==> src/sse_pkg.sv <==
// ----------------------------------------------------------------------------
// sse_pkg
// Shared types for the selection sort engine: data word and controller states.
// ----------------------------------------------------------------------------
package sse_pkg;

    localparam int WORD_W = 32;

    typedef logic signed [WORD_W-1:0] word_t;

    typedef enum logic [4:0] {
        ST_LOAD  = 5'b00001,
        ST_SCAN  = 5'b00010,
        ST_SWAPA = 5'b00100,
        ST_SWAPB = 5'b01000,
        ST_EMIT  = 5'b10000
    } state_t;

endpackage

==> src/sse_in_if.sv <==
// ----------------------------------------------------------------------------
// sse_in_if
// Element request channel: one signed value per request, last marks run end.
// ----------------------------------------------------------------------------
interface sse_in_if import sse_pkg::*; ();

    logic  valid;
    logic  ready;
    word_t value;
    logic  last;

    modport source (output valid, output value, output last, input ready);
    modport sink   (input valid, input value, input last, output ready);

endinterface

==> src/sse_out_if.sv <==
// ----------------------------------------------------------------------------
// sse_out_if
// Sorted result channel: one value per request with end-of-run and overflow.
// ----------------------------------------------------------------------------
interface sse_out_if import sse_pkg::*; ();

    logic  valid;
    logic  ready;
    word_t value_res;
    logic  last_res;
    logic  overflow;

    modport source (output valid, output value_res, output last_res, output overflow,
                    input ready);
    modport sink   (input valid, input value_res, input last_res, input overflow,
                    output ready);

endinterface

==> src/sse_ram.sv <==
// ----------------------------------------------------------------------------
// sse_ram
// Element store: one write port, one read port, registered read data.
// ----------------------------------------------------------------------------
module sse_ram import sse_pkg::*; #(
    parameter  int DEPTH = 64,
    localparam int AW    = (DEPTH > 1) ? $clog2(DEPTH) : 1
) (
    input  logic          clk,
    input  logic          rd_en,
    input  logic [AW-1:0] rd_addr,
    output word_t         rd_data,
    input  logic          wr_en,
    input  logic [AW-1:0] wr_addr,
    input  word_t         wr_data
);

    word_t mem [DEPTH];

    always_ff @(posedge clk)
    begin
        if (wr_en)
        begin
            mem[wr_addr] <= wr_data;
        end
    end

    always_ff @(posedge clk)
    begin
        if (rd_en)
        begin
            rd_data <= mem[rd_addr];
        end
    end

endmodule

==> src/selection_sort_engine.sv <==
// ----------------------------------------------------------------------------
// selection_sort_engine
// Buffers a run of signed words, sorts it in place and streams it out.
// ----------------------------------------------------------------------------
// Usage:
//   elements : one signed 32-bit value per request; last ends the run. Taken
//              one per cycle while loading. Requests beyond DEPTH are dropped
//              and every result of that run then carries overflow.
//   sorted   : the run in ascending order, last_res on the final value.
// Phases, for a run of n stored values:
//   load  : each request is written to the store as it is taken.
//   sort  : pass f reads n-f entries through the single read port of the
//           store, retires the last read, then swaps through its write
//           port (the front entry to the minimum's slot, then the minimum
//           to the front); no sort for n = 1.
//   emit  : store read, then output register, per result; reads wait while
//           sorted.ready is low; the output register holds its value.
// elements.ready is high only while loading; a new run may load while the
// final result still waits in the output register. No clearing pass: reset
// returns straight to loading with an empty run and the overflow flag clear.
// ----------------------------------------------------------------------------
module selection_sort_engine import sse_pkg::*; #(
    parameter int DEPTH = 64
) (
    input  logic         clk,
    input  logic         rst_n,
    sse_in_if.sink       elements,
    sse_out_if.source    sorted
);

    localparam int AW = (DEPTH > 1) ? $clog2(DEPTH) : 1;
    localparam int CW = $clog2(DEPTH + 1);

    state_t        state_reg,   state_next;
    logic [CW-1:0] count_reg,   count_next;
    logic          dropped_reg, dropped_next;
    logic [AW-1:0] front_reg,   front_next;
    logic [CW-1:0] probe_reg,   probe_next;
    logic [CW-1:0] emit_reg,    emit_next;
    logic          pend_reg,    pend_next;
    logic [AW-1:0] rdq_reg,     rdq_next;
    logic [AW-1:0] pick_reg,    pick_next;
    word_t         min_reg,     min_next;
    word_t         fval_reg,    fval_next;
    logic          ovld_reg,    ovld_next;
    word_t         oval_reg,    oval_next;
    logic          olast_reg,   olast_next;
    logic          oovf_reg,    oovf_next;

    logic          rd_en;
    logic [AW-1:0] rd_addr;
    word_t         rd_data;
    logic          wr_en;
    logic [AW-1:0] wr_addr;
    word_t         wr_data;

    sse_ram #(
        .DEPTH (DEPTH)
    ) u_ram (
        .clk     (clk),
        .rd_en   (rd_en),
        .rd_addr (rd_addr),
        .rd_data (rd_data),
        .wr_en   (wr_en),
        .wr_addr (wr_addr),
        .wr_data (wr_data)
    );

    assign elements.ready   = (state_reg == ST_LOAD);
    assign sorted.valid     = ovld_reg;
    assign sorted.value_res = oval_reg;
    assign sorted.last_res  = olast_reg;
    assign sorted.overflow  = oovf_reg;

    always_comb
    begin
        state_next   = state_reg;
        count_next   = count_reg;
        dropped_next = dropped_reg;
        front_next   = front_reg;
        probe_next   = probe_reg;
        emit_next    = emit_reg;
        pend_next    = 1'b0;
        rdq_next     = rdq_reg;
        pick_next    = pick_reg;
        min_next     = min_reg;
        fval_next    = fval_reg;
        ovld_next    = ovld_reg && !sorted.ready;
        oval_next    = oval_reg;
        olast_next   = olast_reg;
        oovf_next    = oovf_reg;
        rd_en        = 1'b0;
        rd_addr      = probe_reg[AW-1:0];
        wr_en        = 1'b0;
        wr_addr      = count_reg[AW-1:0];
        wr_data      = elements.value;

        case (state_reg)
            ST_LOAD:
            begin
                if (elements.valid)
                begin
                    if (count_reg < CW'(DEPTH))
                    begin
                        wr_en      = 1'b1;
                        count_next = count_reg + 1'b1;
                    end
                    else
                    begin
                        dropped_next = 1'b1;
                    end
                    if (elements.last)
                    begin
                        front_next = '0;
                        probe_next = '0;
                        emit_next  = '0;
                        if (count_next >= CW'(2))
                        begin
                            state_next = ST_SCAN;
                        end
                        else
                        begin
                            state_next = ST_EMIT;
                        end
                    end
                end
            end

            ST_SCAN:
            begin
                // issue one read per cycle across the unsorted tail
                if (probe_reg < count_reg)
                begin
                    rd_en      = 1'b1;
                    rd_addr    = probe_reg[AW-1:0];
                    pend_next  = 1'b1;
                    rdq_next   = probe_reg[AW-1:0];
                    probe_next = probe_reg + 1'b1;
                end
                // the head of the tail seeds the minimum; strict less keeps the first one
                if (pend_reg)
                begin
                    if (rdq_reg == front_reg)
                    begin
                        min_next  = rd_data;
                        pick_next = front_reg;
                        fval_next = rd_data;
                    end
                    else if (rd_data < min_reg)
                    begin
                        min_next  = rd_data;
                        pick_next = rdq_reg;
                    end
                end
                if ((probe_reg == count_reg) && !pend_reg)
                begin
                    state_next = ST_SWAPA;
                end
            end

            ST_SWAPA:
            begin
                wr_en      = 1'b1;
                wr_addr    = pick_reg;
                wr_data    = fval_reg;
                state_next = ST_SWAPB;
            end

            ST_SWAPB:
            begin
                // the minimum lands last, so a self-swap leaves the entry intact
                wr_en      = 1'b1;
                wr_addr    = front_reg;
                wr_data    = min_reg;
                front_next = front_reg + 1'b1;
                probe_next = CW'(front_reg) + 1'b1;
                if ((CW'(front_reg) + CW'(2)) < count_reg)
                begin
                    state_next = ST_SCAN;
                end
                else
                begin
                    state_next = ST_EMIT;
                end
            end

            ST_EMIT:
            begin
                // read only when the output register is free by the time data returns
                if ((emit_reg < count_reg) && !pend_reg && (!ovld_reg || sorted.ready))
                begin
                    rd_en     = 1'b1;
                    rd_addr   = emit_reg[AW-1:0];
                    pend_next = 1'b1;
                    rdq_next  = emit_reg[AW-1:0];
                    emit_next = emit_reg + 1'b1;
                end
                if (pend_reg)
                begin
                    ovld_next  = 1'b1;
                    oval_next  = rd_data;
                    olast_next = ((CW'(rdq_reg) + 1'b1) == count_reg);
                    oovf_next  = dropped_reg;
                end
                if ((emit_reg == count_reg) && !pend_reg)
                begin
                    state_next   = ST_LOAD;
                    count_next   = '0;
                    dropped_next = 1'b0;
                end
            end

            default:
            begin
                state_next = ST_LOAD;
            end
        endcase
    end

    always_ff @(posedge clk or negedge rst_n)
    begin
        if (!rst_n)
        begin
            state_reg   <= ST_LOAD;
            count_reg   <= '0;
            dropped_reg <= 1'b0;
            front_reg   <= '0;
            probe_reg   <= '0;
            emit_reg    <= '0;
            pend_reg    <= 1'b0;
            rdq_reg     <= '0;
            pick_reg    <= '0;
            ovld_reg    <= 1'b0;
        end
        else
        begin
            state_reg   <= state_next;
            count_reg   <= count_next;
            dropped_reg <= dropped_next;
            front_reg   <= front_next;
            probe_reg   <= probe_next;
            emit_reg    <= emit_next;
            pend_reg    <= pend_next;
            rdq_reg     <= rdq_next;
            pick_reg    <= pick_next;
            ovld_reg    <= ovld_next;
        end
    end

    always_ff @(posedge clk)
    begin
        min_reg   <= min_next;
        fval_reg  <= fval_next;
        oval_reg  <= oval_next;
        olast_reg <= olast_next;
        oovf_reg  <= oovf_next;
    end

    a_count_bound: assert property (@(posedge clk) disable iff (!rst_n)
        count_reg <= CW'(DEPTH))
        else $error("element count beyond store depth");

    a_pick_range: assert property (@(posedge clk) disable iff (!rst_n)
        (state_reg == ST_SWAPA) |-> ((pick_reg >= front_reg) && (CW'(pick_reg) < count_reg)))
        else $error("selected minimum outside unsorted tail");

    a_emit_lands: assert property (@(posedge clk) disable iff (!rst_n)
        ((state_reg == ST_EMIT) && pend_reg) |=> sorted.valid)
        else $error("store read in emit did not reach output register");

    a_run_closes: assert property (@(posedge clk) disable iff (!rst_n)
        ((state_reg == ST_EMIT) && !pend_reg && (emit_reg == count_reg))
        |=> ((state_reg == ST_LOAD) && (count_reg == '0) && !dropped_reg))
        else $error("run not cleared after final result");

endmodule

==> src/flat_wrapper.sv <==
// flat-port wrapper written by rule: the top's interface ports become plain ports
module selection_sort_engine_flat import sse_pkg::*;
#(
    parameter int DEPTH = 64
)
  (clk, rst_n, elements_valid, elements_value, elements_last, elements_ready, sorted_valid, sorted_value_res, sorted_last_res, sorted_overflow, sorted_ready);
  sse_in_if elements_i ();
  sse_out_if sorted_i ();
  input  logic clk;
  input  logic rst_n;
  input wire logic [$bits(elements_i.valid)-1:0] elements_valid;
  input wire logic [$bits(elements_i.value)-1:0] elements_value;
  input wire logic [$bits(elements_i.last)-1:0] elements_last;
  output wire logic [$bits(elements_i.ready)-1:0] elements_ready;
  output wire logic [$bits(sorted_i.valid)-1:0] sorted_valid;
  output wire logic [$bits(sorted_i.value_res)-1:0] sorted_value_res;
  output wire logic [$bits(sorted_i.last_res)-1:0] sorted_last_res;
  output wire logic [$bits(sorted_i.overflow)-1:0] sorted_overflow;
  input wire logic [$bits(sorted_i.ready)-1:0] sorted_ready;
  assign elements_i.valid = elements_valid;
  assign elements_i.value = elements_value;
  assign elements_i.last = elements_last;
  assign elements_ready = elements_i.ready;
  assign sorted_valid = sorted_i.valid;
  assign sorted_value_res = sorted_i.value_res;
  assign sorted_last_res = sorted_i.last_res;
  assign sorted_overflow = sorted_i.overflow;
  assign sorted_i.ready = sorted_ready;
  selection_sort_engine #(.DEPTH(DEPTH)) u_core (.clk(clk), .rst_n(rst_n), .elements(elements_i), .sorted(sorted_i));
endmodule
==> config.mk <==
export PLATFORM = sky130hd
export DESIGN_NAME = selection_sort_engine_flat
export DESIGN_NICKNAME = d
export VERILOG_FILES = /design/src/sse_pkg.sv /design/src/sse_in_if.sv /design/src/sse_out_if.sv /design/src/sse_ram.sv /design/src/selection_sort_engine.sv /design/src/flat_wrapper.sv
export SDC_FILE = /design/constraint.sdc
export NUM_CORES = 2
export LEC_CHECK = 0
export ABC_CLOCK_PERIOD_IN_PS = 18300
export BUFFER_PORTS_ARGS = -buffer_cell sky130_fd_sc_hd__buf_2
export CAP_MARGIN = 40
export CORE_MARGIN = 2
export CORE_UTILIZATION = 27
export CTS_CLUSTER_SIZE = 12
export DETAILED_ROUTE_END_ITERATION = 12
export HOLD_SLACK_MARGIN = 0.06
export SKIP_CTS_REPAIR_TIMING = 1
export SYNTH_ARGS = -nofsm -noshare
export SYNTH_HDL_FRONTEND = slang
export SYNTH_SLANG_ARGS = --single-unit
export TNS_END_PERCENT = 10
==> constraint.sdc <==
create_clock -name clk -period 18.3 [get_ports clk]
set_clock_uncertainty 0.1 [all_clocks]
set_input_delay 1.83 -clock clk [delete_from_list [all_inputs] [get_ports clk]]
set_output_delay 1.83 -clock clk [all_outputs]
set_load 0.05 [all_outputs]
# Word level (Yosys, flattened, before mapping)

Memory sizes are Yosys's and may differ from the RTL's. A register that Yosys moved wholly into a read port is not among the register bits.
Cells that the tools add are included.

Input port bits: 37
Bits in latches: 0
Register bits after elaboration: 145
ROM bits: 0
RAM bits: 2048
Output and inout bits: 36
Memories: 1
Logic and storage cells: 117

$lt $le $gt $ge: 6
Add/sub/neg operators: 7
Divide/modulo/power cells: 0
Shifts and indexed selects: 0
Equality and inequality tests: 16
$mul: 0
Bitwise operators: 0
Reductions and logical operators: 25
Mux-type cells: 47

Memories:

| memory           | depth | width | rd ports | clocked after Yosys merged registers in | wr ports | line          | source |
|---|---|---|---|---|---|---|---|
| u_core.u_ram.mem | 64    | 32    | 1        | 1                                       | 1        | sse_ram.sv:18 | `word_t mem [DEPTH];` |

Operator list:

| kind                                                                    | number |
|---|---|
| 32-bit two-way mux                                                      | 2 |
| 32-bit one-hot mux with 2 select lines                                  | 1 |
| 7-bit two-way mux                                                       | 9 |
| 6-bit two-way mux                                                       | 8 |
| 6-bit one-hot mux with 2 select lines                                   | 3 |
| 32-bit less-than comparator                                             | 1 |
| 5-bit two-way mux                                                       | 6 |
| 7-bit one-hot mux with 2 select lines                                   | 2 |
| 5-bit one-hot mux with 5 select lines                                   | 1 |
| 7-bit by 1-bit adder with 7-bit output, second input constant           | 3 |
| 7-bit equality test                                                     | 3 |
| 7-bit less-than comparator                                              | 3 |
| 7-bit one-hot mux with 3 select lines                                   | 1 |
| 4-bit AND reduction                                                     | 4 |
| 3-bit AND reduction                                                     | 5 |
| 6-bit by 1-bit adder with 7-bit output, second input constant           | 2 |
| 1-bit two-way mux                                                       | 11 |
| 2-bit by 1-bit inequality test with 1-bit output, second input constant | 4 |
| 2-bit nonzero test                                                      | 4 |
| 6-bit by 2-bit adder with 7-bit output, second input constant           | 1 |
| 7-bit by 2-bit >= comparator with 1-bit output, second input constant   | 1 |
| 7-bit less-than comparator, second input constant                       | 1 |
| 6-bit by 1-bit adder with 6-bit output, second input constant           | 1 |
| 6-bit equality test                                                     | 1 |
| 13 further kinds                                                        | 23 |

# Logic depth before layout (Yosys ltp)

Depth in word-level cells: 9
Mapped depth: 17
Mapped depth without buffers: 12

# By module

A second synthesis with hierarchy kept.

Cells, all modules: 4021
Area, all modules: 86475.4 um2

Modules (own cells, without submodules):

| module                | times used | area each (um2) | cells an instance | seq. area each (um2) |
|---|---|---|---|---|
| sse_ram               | 1          | 78835.6         | 3324              | 62459.9 |
| selection_sort_engine | 1          | 7639.8          | 697               | 4120.2 |

# Worst setup path after synthesis

OpenSTA, ideal clock, no wires.

Path type: register -> register
Start: register u_core.state_reg[4]
End: register u_core.pick_reg[0]
Setup time: 126 ps
Path buffers: 1
Required time: 18074 ps
Period minus slack after synthesis: 6269 ps
Path slack: 12031 ps
Stages on the path, launching flop included: 8
Arrival: 6043 ps
Path through: dfrtp_1 > nor2_1 > nand4bb_1 > or2_2 > nor4_1 > or3_1 > clkbuf_1 > mux2_2

Word-level cells in the longest chain between the ends: 2

Ends and longest elaborated chain:

| element                                        | line                         | source |
|---|---|---|
| start, declared                                | selection_sort_engine.sv:34  | `state_t state_reg, state_next;` |
| start signal, assigned                         | selection_sort_engine.sv:237 | `state_reg <= state_next;` |
| 5-bit by 2-bit equality test with 1-bit output | selection_sort_engine.sv:98  | `case (state_reg)` |
| 3-bit AND reduction (no source line)           | n/a                          |  |
| end signal, assigned                           | selection_sort_engine.sv:245 | `pick_reg <= pick_next;` |
| end, declared                                  | selection_sort_engine.sv:42  | `logic [AW-1:0] pick_reg, pick_next;` |

Every way passes these cells.
A chain may end at the register's enable or synchronous reset.

# Worst setup path in the final report

Start: input sorted_ready
End: register u_core.u_ram.rd_data[19] (read register of u_core.u_ram.mem) (data pin)

Word-level cells in the longest chain between the ends: 4
Elaborated cells between the ends (all ways): 6
Those cells by class: mux (4); reduce/logical (2)

Ends and longest elaborated chain:

| element                                                                           | line                         | source |
|---|---|---|
| start, declared                                                                   | flat_wrapper.sv:19           | `input wire logic [$bits(sorted_i.ready)-1:0] sorted_ready;` |
| 1-bit logical OR (*)                                                              | selection_sort_engine.sv:190 | `if ((emit_reg < count_reg) && !pend_reg && (!ovld_reg \|\| sorted.ready))` |
| 1-bit logical AND (*)                                                             | selection_sort_engine.sv:190 |  |
| 1-bit two-way mux / 6-bit two-way mux (equally long branches)                     | selection_sort_engine.sv:190 |  |
| 1-bit one-hot mux with 2 select lines / 6-bit two-way mux (equally long branches) | n/a                          |  |
| end, declared                                                                     | sse_ram.sv:12                | `output word_t rd_data,` |

Mark *: on every way between the ends. The rest lies on a longest branch, timed or not.

==> summary.md <==
| Metric | Value |
|---|---|
| Status | completed |
| Net Sw Power | 0.00337 W |
| HP Start | u_core.pick_reg[5] |
| Chip height | slightly below 600 um |
| Hold endpoint | u_core.pick_reg[5] |
| Slew Viols, Final | 0 |
| Filler cells | 32531 |
| Worst Setup End Kind | flop |
| Total Wirelength | 286000 um |
| Placement Rows | ~210 |
| RSZ-0062 raised after global routing | false |
| Post-Place Worst Slack | 10.75 ns |
| Clock Tree Root | clkbuf_16 |
| Combinational share of power | between 10% and 20% |
| Reg2Reg Depth | 16 |
| Synth top cells by count | edfxtp_1 (2178), nand2_1 (1786), nand3_1 (524), a21oi_1 (419), mux2i_1 (220) |
| Fin nets | around 6900 |
| Core area | roughly 0.33 mm^2 |
| Critical Path Max Stage Delay | 0.86 ns |
| Worst path cell trace | buf_2, nand2b_1, and4_1, nand4_1, nand2_4, buf_4, buf_12, buf_4, nand2_1, a21oi_1, nor3_1, a2111oi_0, buf_2, o31ai_1, a21oi_1 |
| CP Depth | 15 |
| Worst Tran Pin Value | ~1.1 ns |
| Startpoint Class | input pin |
| Latest clock arrival within the worst-skew pair | between 0.8 and 0.9 ns |
| Post-synthesis cell count | between 6000 and 7000 |
| Hold slack | between 0.4 and 0.5 ns |
| Clock share of power | 34.6% |
| Warnings from Yosys | 0 |
| Pwr Total | about 0.012 W |
| TritonCTS clock tree | done |
| DRC Markers | 0 |
| Reg-to-reg slack, setup | 11.45 ns |
| Synth Cell Area | 0.0897 mm^2 |
| Ports | 73 |
| Crit-path slowest cell | a2111oi_0 |
| Dominant synthesized flop cell | edfxtp_1 |
| DR vias | ~59000 |
| Share of layout cells above drive strength 1 | roughly a tenth |
| Via density | a little over 5 |
| Max VDD drop | 0.0000811 V |
| WP buf/inv | 5 |
| GRT overflow | 0 |
| Hold Crit Class | reg2reg |
| DRT iter0 DRCs | about 9000 |
| Max Cap Viol | 0 |
| Family with the most delay on the worst path | buffers and inverters |
| Top-area cell type share of the netlist area | 72.9% |
| Yosys top cell by area | edfxtp_1 |
| Setup violations, final | 0 |
| Area delta synth->final | 14.4% |
| Biggest register | u_core.u_ram.mem |
| Die area | ~0.34 mm^2 |
| Worst-path maximum fanout | 97 |
| Final worst slack | between 10 and 15 ns |
| F_max | approximately 140 MHz |
| Number of flops mapped to enable cells by yosys | between 2000 and 2500 |
| RePlAce Congestion | about 0.85 |
| Critical path class | in2reg |
| CTS Buffer Depth | 3 |
| DRT Pass-1 Iters | 8 |
| Dpl hpwl | roughly 150000 um |
| Initial core utilization | between 20% and 30% |
| Final min period | roughly 6.9 ns |
| Number of synthesized register bits | about 2200 |
| Largest net degree at the start of global routing | about 140 |
| Detail Route Antenna Nets | 0 |
| Arrival @ worst endpoint | approximately 7.5 ns |
| Ranking of synthesized cells by area | edfxtp_1 (73%), nand2_1 (7.5%), nand3_1 (2.9%) |
| Number of port buffers | 72 |
| Post-synth net total | around 6900 |
| CP Data Required Time | around 19 ns |
| Ys async rst share | 2.11% |
| CTS buffer count | 220 |
| Vias in the first global route | approximately 56000 |
| Synth unique cells | 74 |
| Reg2reg start | u_core.count_reg[6] |
| Final hold viol count | 0 |
| Seq/Total Area, Yosys | 74.2% |
| Final Cycle Share | between 30% and 40% |
| Internal power | ~0.0087 W |
| Sequential Power Share | between 40 and 50% |
| Top-count cell post-synth | edfxtp_1 |
| Clock slew at reported path FFs | roughly 0.070 ns |
| Sw Share | ~28% |
| Slew headroom | 28.2% |
| PD cells | 117 mW/mm^2 |
| Fin Setup TNS | 0 ns |
| H-tree levels | 4 |
| P_leak | 34.9 nW |
| Clk sink count | roughly 2200 |
| Max FFs per register | between 2000 and 2500 |
| Initial antenna violation count | 16 |
| First-pass GRT wire length | 404000 um |
| Post-Syn Area per Cell | 13.3 um^2 |
| Crit Reg-Reg Endpoint | u_core.u_ram.rd_data[19] |
| Hold depth | 1 |
| Die X | 580 um |
| Post-DR wirelength/cell | 25.2 um |
| Total GRT Usage | 16.4% |
## layout make-up
| class | instances | area, um^2 | area share [%] |
|---|---|---|---|
| Clock buffer | 292 | 5800 | 5.65 |
| Inverter | 51 | 191 | 0.186 |
| Clock inverter | 73 | 609 | 0.593 |
| Timing Repair Buffer | 278 | 2180 | 2.13 |
| Antenna cell | 6 | 15.0 | 0.0146 |
| Multi-Input combinational cell | 4065 | 21800 | 21.3 |
| Sequential cell | 2225 | 66600 | 64.8 |
| Tap cell | 4366 | 5460 | 5.32 |
## kinds of logic (layout without fill, tap and decap cells)
group | Yosys count | after routing | synth area share, %
buffers and inverters | 466 | 694 | 2.35
xor gates and xnor gates | 28 | 28 | 0.273
muxes | 233 | 233 | 2.62
DFF | 2225 | 2225 | 74.2
and+or+nand+nor | 2777 | 2777 | 13.1
adders and majority gates | 57 | 57 | 0.795
AOI/OAI and AO/OA | 970 | 970 | 6.69
other | 0 | 6 | 0
## worst reg2reg max path: stages, from the launching register on
cell and delay [ns]:
dfrtp_1 0.51, inv_1 0.24, ha_1 0.38, nand4_1 0.19, a21oi_2 0.41, o31ai_4 0.18, nand2_4 0.63, buf_4 0.84
buf_12 0.56, buf_4 0.85, nand2_1 0.15, a21oi_1 0.19, nor3_1 0.09, a2111oi_0 0.86, buf_2 0.27, o31ai_1 0.11
a21oi_1 0.18
## power by group through the flow
stage | Clock, W | Combinational, W | Sequential, W
6_report | 0.00415 | 0.00187 | 0.00600
4_1_cts | 0.00419 | 0.00184 | 0.00599
2_1_floorplan | 0 | 0.00114 | 0.00605
3_5_place_dp | 0 | 0.00183 | 0.00610
5_1_grt | 0.00439 | 0.00200 | 0.00600
3_3_place_gp | 0 | 0.00177 | 0.00610
## metal layers
metal | vias to the layer above | GRT usage, % | part of all wire, %
li1 | 25120 | - | -
met1 | 29784 | 22.1 | 39
met2 | 3468 | 25.9 | 46
met3 | 516 | 3.39 | 11
met4 | 6 | 5.93 | 3.9
met5 | - | 0 | 0.012
## layout by cell type (no fill, tap or decap), drive strengths merged, types with 6 or more instances in the layout
cell type and n:
a31oi 57, o32ai 9, mux2 13, a211oi 26, o22a 9, or3 7, inv 55, and2 6
nor4 8, o22ai 70, dfrtp 46, a311oi 13, o21a 8, o21ai 125, ha 57, nor3 157
a32oi 19, a22oi 71, nand2 1787, a21o 22, xnor2 14, a221oi 10, nor2b 8, clkbuf 292
a2111oi 34, nand3 524, o221ai 34, mux2i 220, nand2b 9, and3 60, edfxtp 2178, diode 6
xor2 14, buf 278, clkinv 64, nor2 162, o31ai 6, a21oi 420, nand4 36
## stage by stage
step	instance area (um^2)	utilization, %	cells
floorplan	89700	-	6756
global placement	95800	29.0	10946
detailed placement	96200	29.1	10983
CTS	103000	31.1	11348
global route	103000	31.1	11350
finish	103000	31.1	11356
## how the worst max path moves through the flow
stage                                     to                start  slack, ns
finish              u_core.u_ram.rd_data[19]         sorted_ready      11.40
global route        u_core.u_ram.rd_data[19]  u_core.count_reg[2]      11.24
CTS                 u_core.u_ram.rd_data[19]  u_core.count_reg[6]      11.63
detailed placement  u_core.u_ram.rd_data[19]         sorted_ready      10.75
global placement    u_core.u_ram.rd_data[17]         sorted_ready      10.25
floorplan                 u_core.pick_reg[0]  u_core.state_reg[4]      12.03
Power figures use the tool's default switching activity.
